$ cat src/crpc_pkg.sv
package crpc_pkg;

	localparam int ROTATION_STEPS_DEF = 24;
	localparam int FRACTION_BITS_DEF  = 16;
	localparam int GUARD              = 8;
	// 32-bit value scaled by 2^GUARD, plus growth headroom
	localparam int XW                 = 44;
	localparam logic [31:0] INV_GAIN  = 32'h4DBA76D4;

	typedef struct packed {
		logic        is_polar;
		logic signed [31:0] first_value;
		logic signed [31:0] second_value;
	} in_item_t;

	typedef struct packed {
		logic signed [31:0] real_out;
		logic signed [31:0] imag_out;
		logic signed [31:0] magnitude_out;
		logic signed [31:0] angle_out;
	} out_item_t;

	// data carried from cell to cell
	typedef struct packed {
		logic              vld;
		logic              polar;
		logic              zero;
		logic signed [31:0] a;
		logic signed [31:0] b;
		logic signed [XW-1:0] x;
		logic signed [XW-1:0] y;
		logic [31:0]        z;
	} cell_t;

	// arctangent of 2^-i as binary angle
	function automatic logic [31:0] atan_tab(input logic [4:0] i);
		logic [31:0] r;
		begin
			case (i)
				5'd0: r = 32'h20000000;  5'd1: r = 32'h12E4051E;
				5'd2: r = 32'h09FB385B;  5'd3: r = 32'h051111D4;
				5'd4: r = 32'h028B0D43;  5'd5: r = 32'h0145D7E1;
				5'd6: r = 32'h00A2F61E;  5'd7: r = 32'h00517C55;
				5'd8: r = 32'h0028BE53;  5'd9: r = 32'h00145F2F;
				5'd10: r = 32'h000A2F98; 5'd11: r = 32'h000517CC;
				5'd12: r = 32'h00028BE6; 5'd13: r = 32'h000145F3;
				5'd14: r = 32'h0000A2FA; 5'd15: r = 32'h0000517D;
				5'd16: r = 32'h000028BE; 5'd17: r = 32'h0000145F;
				5'd18: r = 32'h00000A30; 5'd19: r = 32'h00000518;
				5'd20: r = 32'h0000028C; 5'd21: r = 32'h00000146;
				5'd22: r = 32'h000000A3; 5'd23: r = 32'h00000051;
				5'd24: r = 32'h00000029; 5'd25: r = 32'h00000014;
				5'd26: r = 32'h0000000A; 5'd27: r = 32'h00000005;
				5'd28: r = 32'h00000003; 5'd29: r = 32'h00000001;
				5'd30: r = 32'h00000001;
				default: r = 32'h00000000;
			endcase
			return r;
		end
	endfunction

endpackage

$ cat src/crpc_post.sv
// Exit stages: gain removal, degree conversion, saturation
module crpc_post #(
	parameter int FRACTION_BITS = crpc_pkg::FRACTION_BITS_DEF
) (
	input  logic               clk,
	input  logic               arst_n,
	input  logic               en,
	input  crpc_pkg::cell_t    d,
	output logic               q_vld,
	output crpc_pkg::out_item_t q
);
	localparam int SH = 29 - FRACTION_BITS;

	logic [crpc_pkg::XW-1:0] ax, ay;
	logic [31:0]             az;
	logic [63:0]             pxl, pyl;
	logic [43:0]             pxh, pyh;
	logic [63:0]             pz;
	logic                    v_s1, pol_s1, zero_s1, sx_s1, sy_s1, sz_s1;
	logic signed [31:0]      a_s1, b_s1;
	logic [63:0]             pxl_s1, pyl_s1;
	logic [43:0]             pxh_s1, pyh_s1;
	logic [63:0]             pz_s1;

	// stage 1: magnitudes and partial products (low and high word)
	always_comb begin
		ax  = d.x[crpc_pkg::XW-1] ? crpc_pkg::XW'(-d.x) : crpc_pkg::XW'(d.x);
		ay  = d.y[crpc_pkg::XW-1] ? crpc_pkg::XW'(-d.y) : crpc_pkg::XW'(d.y);
		az  = d.z[31] ? (32'd0 - d.z) : d.z;
		pxl = 64'(ax[31:0]) * 64'(crpc_pkg::INV_GAIN);
		pyl = 64'(ay[31:0]) * 64'(crpc_pkg::INV_GAIN);
		pxh = 44'(ax[crpc_pkg::XW-1:32]) * 44'(crpc_pkg::INV_GAIN);
		pyh = 44'(ay[crpc_pkg::XW-1:32]) * 44'(crpc_pkg::INV_GAIN);
		pz  = 64'(az) * 64'd45;
	end

	always_ff @(posedge clk or negedge arst_n) begin
		if (!arst_n) begin
			v_s1 <= 1'b0;
		end else if (en) begin
			v_s1 <= d.vld;
		end
	end

	always_ff @(posedge clk) begin
		if (en) begin
			pol_s1  <= d.polar;
			zero_s1 <= d.zero;
			sx_s1   <= d.x[crpc_pkg::XW-1];
			sy_s1   <= d.y[crpc_pkg::XW-1];
			sz_s1   <= d.z[31];
			a_s1    <= d.a;
			b_s1    <= d.b;
			pxl_s1  <= pxl;
			pyl_s1  <= pyl;
			pxh_s1  <= pxh;
			pyh_s1  <= pyh;
			pz_s1   <= pz;
		end
	end

	// saturate a signed value to 32 bits
	function automatic logic [31:0] sat(input logic signed [47:0] v);
		logic [31:0] r;
		begin
			if (v > 48'sd2147483647)
				r = 32'h7FFFFFFF;
			else if (v < -48'sd2147483648)
				r = 32'h80000000;
			else
				r = v[31:0];
			return r;
		end
	endfunction

	// stage 2: rounding, sign, saturation, selection
	logic [47:0] ux, uy, ud;
	logic signed [47:0] vx, vy, vd;
	localparam logic signed [47:0] HALF = 48'sd180 <<< FRACTION_BITS;
	crpc_pkg::out_item_t nxt;
	always_comb begin
		ux = 48'(((76'(pxh_s1) << 32) + 76'(pxl_s1) + (76'd1 << (30 + crpc_pkg::GUARD)))
			>> (31 + crpc_pkg::GUARD));
		uy = 48'(((76'(pyh_s1) << 32) + 76'(pyl_s1) + (76'd1 << (30 + crpc_pkg::GUARD)))
			>> (31 + crpc_pkg::GUARD));
		ud = 48'((pz_s1 + (64'd1 << (SH - 1))) >> SH);
		vx = sx_s1 ? -$signed(ux) : $signed(ux);
		vy = sy_s1 ? -$signed(uy) : $signed(uy);
		vd = sz_s1 ? -$signed(ud) : $signed(ud);
		if (vd <= -HALF)
			vd = HALF;
		if (pol_s1) begin
			nxt.real_out      = sat(vx);
			nxt.imag_out      = sat(vy);
			nxt.magnitude_out = a_s1;
			nxt.angle_out     = b_s1;
		end else if (zero_s1) begin
			nxt = '0;
		end else begin
			nxt.real_out      = a_s1;
			nxt.imag_out      = b_s1;
			nxt.magnitude_out = sat(vx);
			nxt.angle_out     = sat(vd);
		end
	end

	always_ff @(posedge clk or negedge arst_n) begin
		if (!arst_n) begin
			q_vld <= 1'b0;
		end else if (en) begin
			q_vld <= v_s1;
		end
	end

	always_ff @(posedge clk) begin
		if (en) begin
			q <= nxt;
		end
	end
endmodule

$ cat config.mk
export PLATFORM = sky130hd
export DESIGN_NAME = crpc_post
export DESIGN_NICKNAME = d
export VERILOG_FILES = /design/src/crpc_pkg.sv /design/src/crpc_post.sv
export SDC_FILE = /design/constraint.sdc
export NUM_CORES = 2
export LEC_CHECK = 0
export BUFFER_PORTS_ARGS = -buffer_cell sky130_fd_sc_hd__buf_4
export CAP_MARGIN = 20
export CELL_PAD_IN_SITES_DETAIL_PLACEMENT = 1
export CELL_PAD_IN_SITES_GLOBAL_PLACEMENT = 1
export CORE_UTILIZATION = 40
export CTS_BUF_LIST = sky130_fd_sc_hd__clkbuf_16
export DETAILED_ROUTE_END_ITERATION = 12
export PLACE_DENSITY = 0.74
export SYNTH_ARGS = -nofsm -noshare
export SYNTH_HDL_FRONTEND = slang
export SYNTH_SLANG_ARGS = --single-unit
$ cat constraint.sdc
create_clock -name clk -period 5.5 [get_ports clk]
set_input_delay 0.55 -clock clk [delete_from_list [all_inputs] [get_ports clk]]
set_output_delay 0.55 -clock clk [all_outputs]
set_load 0.02 [all_outputs]
Word level (Yosys, flattened, before mapping)
Cells that the tools add are included.
{"block": "op_classes", "n_mul": 5, "n_addsub": 11, "n_mux": 15, "magnitude_cmp": 7}
{"operator": "128-bit two-way mux", "n": 2}
{"operator": "32-bit two-way mux", "n": 7}
{"operator": "48-bit two-way mux", "n": 4}
{"operator": "75-bit by 63-bit adder with 76-bit output", "n": 2}
{"operator": "76-bit by 39-bit adder with 76-bit output (second input constant)", "n": 2}
{"operator": "48-bit by 32-bit > comparator with 1-bit output (second input constant)", "n": 3}
{"operator": "48-bit by 32-bit < comparator with 1-bit output (second input constant)", "n": 3}
{"operator": "32-bit by 29-bit multiplier with 61-bit output (second input constant)", "n": 2}
{"operator": "37-bit negator with 48-bit output", "n": 2}
{"operator": "44-bit two-way mux", "n": 2}
{"operator": "44-bit negator", "n": 2}
{"operator": "12-bit by 29-bit multiplier with 41-bit output (second input constant)", "n": 2}
{"operator": "48-bit by 25-bit <= comparator with 1-bit output (second input constant)", "n": 1}
{"operator": "26-bit negator with 48-bit output", "n": 1}
{"operator": "38-bit by 13-bit adder with 39-bit output (second input constant)", "n": 1}
{"operator": "32-bit by 6-bit multiplier with 38-bit output (second input constant)", "n": 1}
{"operator": "1-bit by 32-bit subtractor with 32-bit output (first input constant)", "n": 1}
{"block": "totals", "register_bits": 441, "inputBits": 190, "out_inout_bits": 129, "wordCells": 56}

Logic depth before layout (Yosys ltp)
{"block": "depth", "depth_word": 10, "ltp_mapped": 37}

Worst setup path after synthesis
Ideal clock, no wire load.
{"block": "synth_timing", "kind": "in2reg", "start": "input d[40] (netlist bit)", "end": "register pyl_s1[62] (data pin)", "setup_ns": 0.260, "setup_slack_ns": -4.901, "t_arrival_ns": 10.141, "stages": 32, "required_time_ns": 5.240, "cell_sequence": "or4_1 > nor4_1 > nor2b_1 > nand3_1 > o31ai_1 > xor2_1 > inv_1 > ha_1 > fa_1 > fa_1 > ha_1 > fa_1 > fa_1 > fa_1 > inv_1 > fa_1 > inv_1 > ha_1 > a21o_1 > a21o_1 > a221o_1 > a31o_2 > a221o_1 > o2111ai_1 > nand2_1 > a221oi_1 > o31ai_1 > a41o_1 > o211a_1 > a311oi_1 > o21bai_1 > xnor2_1"}
{"block": "synth_via", "elab_chain_len": 3}
{"item": "start, declared", "line_no": "crpc_post.sv:8", "text": "input crpc_pkg::cell_t d,"}
{"item": "44-bit negator", "line_no": "crpc_post.sv:28", "text": "ay = d.y[crpc_pkg::XW-1] ? crpc_pkg::XW'(-d.y) : crpc_pkg::XW'(d.y);"}
{"item": "44-bit two-way mux (*)", "line_no": "crpc_post.sv:28"}
{"item": "32-bit by 29-bit multiplier with 61-bit output (*)", "line_no": "crpc_post.sv:31", "text": "pyl = 64'(ay[31:0]) * 64'(crpc_pkg::INV_GAIN);"}
{"item": "net pyl[62]", "line_no": "crpc_post.sv:16", "text": "logic [63:0] pxl, pyl;"}
{"item": "end signal, assigned", "line_no": "crpc_post.sv:55", "text": "pyl_s1 <= pyl;"}
{"item": "end, declared", "line_no": "crpc_post.sv:21", "text": "logic [63:0] pxl_s1, pyl_s1;"}
Mark *: on every way through the listed nets, which the timed path passes. The rest lies on a longest branch.
A chain may end at the register's enable or synchronous reset.

Worst setup path after layout
{"block": "layout_timing", "start": "input d[33] (netlist bit)", "end": "register pyl_s1[62] (data pin)"}
Same word-level chain as after synthesis.

==> flow_summary.ini <==
[detailed_routing]
drt-wirelength-per-cell_um = 23.3
drt_first_pass_iters = 7
ant_nets = 0
num_vias = 58300
drcViolationCount = 0
via_per_inst = 5.22
wl_um = 260000
met2WireLength_um = 137000
met3WireLength_um = 9570
drt-met1-wl_um = 104000
drtIter0Drc = 3014
top_layer_used = met5

[sta]
slew_headroom_pct = 36.1
maxSlewViolCount = 0
finalSetupViolations = 227
period_needed_ns = 9.25
grt_setup_unrepaired = true
final_hold_viol_count = 0
fin_crit_sh_pct = 168
skew_ns = 0.0536
tightest_slew_ns = 0.951
fmax_ghz = 0.108
worst_slack_ns = -3.75

[worst_setup_path]
critical_path_class = in2reg
rr_endpoint = q[64]
critPathCaptureType = flip-flop
rr_worst_depth = 18
rrSetupSlack_ns = -0.21
cp.arrival_ns = 9.60
critPathRequiredTime_ns = 5.86
r2r-start = pyl_s1[44]
slowest_stage = fa_1
cp_num_buf_inv = 8
cp_top_family = adder cells
crit_top_cell = fa_1
path_max_fanout = 3
critPathLaunchType = input port
critPathMaxStageDelay_ns = 0.53

[logic_synthesis]
yosys_warnings = 0
syn-num-nets = 9477
ys_seq_area_share_pct = 15.4
ys_ff_latch = 365
synthCells = 6973
ys.flop_type = edfxtp_1
avgSynthCellArea_um2 = 10.2
async_flop_share_pct = 0.548
ys_types = 96
synth_edf_count = 363
synth_area_mm2 = 0.0713

[clock_tree]
clk_latency_ns = 0.62
cts.clk_slew.worst_paths_ns = 0.06
cts_max_level = 2
cts_tree = yes
cts_buffers = 44
cts-root-buf = clkbuf_16
clkSinkCount = 365
cts.path.max_buffers = 3

[place]
gp_congestion = 0.980
placed_cells = 10900
dp.final_hpwl_um = 215000
port_buffers = 318
placed_area_mm2 = 0.0887
dp_slack_ns = -4.79

[status]
status = finished with violations
violations = setup timing

[die]
num_io_pins = 319
die_h_um = 424
start_util_pct = 40.4
dieArea_mm2 = 0.180
core_mm2 = 0.177
rows = 154
fp.dieW_um = 424

[global_routing]
antenna_found_initial = 12
grt_pass1_wl_um = 396000
overflow = 0
grt_max_degree = 136
track_usage_pct = 28.6
grt_pass1_vias = 67500

[finish]
fin_area_mm2 = 0.0945
syn_to_final_growth_pct = 32.5
nets = 11300
stdcell_count = 11200
multi_input_area_mm2 = 0.0577
seq_area_mm2 = 0.0110
num-fill-cells = 19300
layout-drive-gt1-share_pct = 29.8

[job]
cap_violations = 0

[hold_path]
hold_class = in2reg
whs_path_depth = 1
hold_path_startpoint = d[161]
hold_end = a_s1[9]
==> routing by layer <==
metal,global-route usage (%),vias up
met3,2.85,489
met4,9.46,6
li1,-,26300
met2,52.6,1278
met5,0,-
met1,34.7,30300
==> how the worst max path moves through the flow <==
stage                     startpoint  cells after the start          to  slack (ns)
after CTS                      d[33]                     36  pyl_s1[62]       -3.68
after global placement         d[33]                     37  pyl_s1[60]       -4.59
after detailed placement       d[33]                     36  pyl_s1[62]       -4.79
final                          d[33]                     36  pyl_s1[62]       -3.75
after floorplan                d[50]                     32  pyl_s1[62]       -3.87
after global routing           d[39]                     35  pyl_s1[62]       -4.05
==> kinds of logic after synthesis <==
kind of cell	Yosys count	share of synthesized area (%)
adder cells (fa/ha/maj)	2314	53.3
buffers and inverters	1860	9.83
flip-flops	365	15.4
AO/OA/AOI/OAI	984	9.15
multiplexers	12	0.179
AND/OR/NAND/NOR	1028	7.16
XOR/XNOR	410	5.03
==> cell usage after synthesis (all sizes together), types with 57 or more instances <==
cell type  count  area (um2)
a21o          98         736
a21oi        243        1220
clkbuf        84         315
edfxtp       363       10900
fa          1208       24200
ha          1106       13800
inv         1756        6590
nand2        318        1190
nand3         86         435
nor2         202         758
nor3          82         422
o21ai        231        1160
o31ai         57         433
xnor2        282        2470
xor2         128        1120
==> metrics by stage <==
step | hold slack, ns | util, % | TNS, ns
floorplan | 0.254 | - | -329.17
global placement | 0.332 | 50.2 | -442.34
detailed placement | 0.335 | 50.2 | -466.85
CTS | 0.0580 | 52.9 | -336.09
global route | 0.0689 | 53.5 | -411.69
finish | 0.0957 | 53.5 | -362.16
==> cells in the final DEF, fill, tap and decap left out, drive strengths merged, types with 12 or more instances in the layout <==
master / synthesis / final
clkbuf: 84 / 44
nand2: 318 / 318
nor2: 202 / 202
edfxtp: 363 / 363
nor4: 28 / 28
o41ai: 23 / 23
clkinv: 2 / 16
xnor2: 282 / 282
o21a: 44 / 44
xor2: 128 / 128
ha: 1106 / 1106
or3: 32 / 32
nand4: 35 / 35
and3: 33 / 33
a21oi: 243 / 243
buf: 18 / 1883
a211oi: 26 / 26
and2: 26 / 26
nand3: 86 / 86
inv: 1756 / 1764
o211ai: 35 / 35
o31ai: 57 / 57
o21bai: 28 / 28
fa: 1208 / 1208
or2: 28 / 28
a2111oi: 14 / 14
or4: 35 / 35
nand2b: 45 / 45
o2111ai: 14 / 14
a221o: 24 / 24
o21ai: 231 / 231
a21o: 98 / 98
a31oi: 31 / 31
nor3: 82 / 82
nor2b: 34 / 34
o31a: 13 / 13
and4: 12 / 12
==> sequential cells by signal (all words and copies together), names as in the netlist <==
register / count
q: 128
pxh_s1: 41
pyh_s1: 41
a_s1: 32
b_s1: 32
pxl_s1: 29
pyl_s1: 29
pz_s1: 26
pol_s1: 1
q_vld: 1
sx_s1: 1
sy_s1: 1
sz_s1: 1
v_s1: 1
zero_s1: 1
==> area by class of cell <==
type | instances | share of cell area [%]
antenna | 6 | 0.0159
multi-input combinational | 4748 | 61.1
sequential | 365 | 11.6
inverter | 1758 | 7.03
clock inverter | 35 | 0.336
tap | 2340 | 3.10
clock buffer | 44 | 1.17
timing repair buffer | 1884 | 15.7
==> repair_timing <==
item | CTS | global route
pin swaps | 271 | 208
buffers inserted | 163 | 76
setup endpoints to repair | 189 | 232
resized for setup | 484 | 195
hold buffers | 1 | 0
endpoints found under the hold margin | 2 | 0
Power is not shown: default switching activity piles up to over one toggle a cycle in this logic, so the estimate is an artifact.
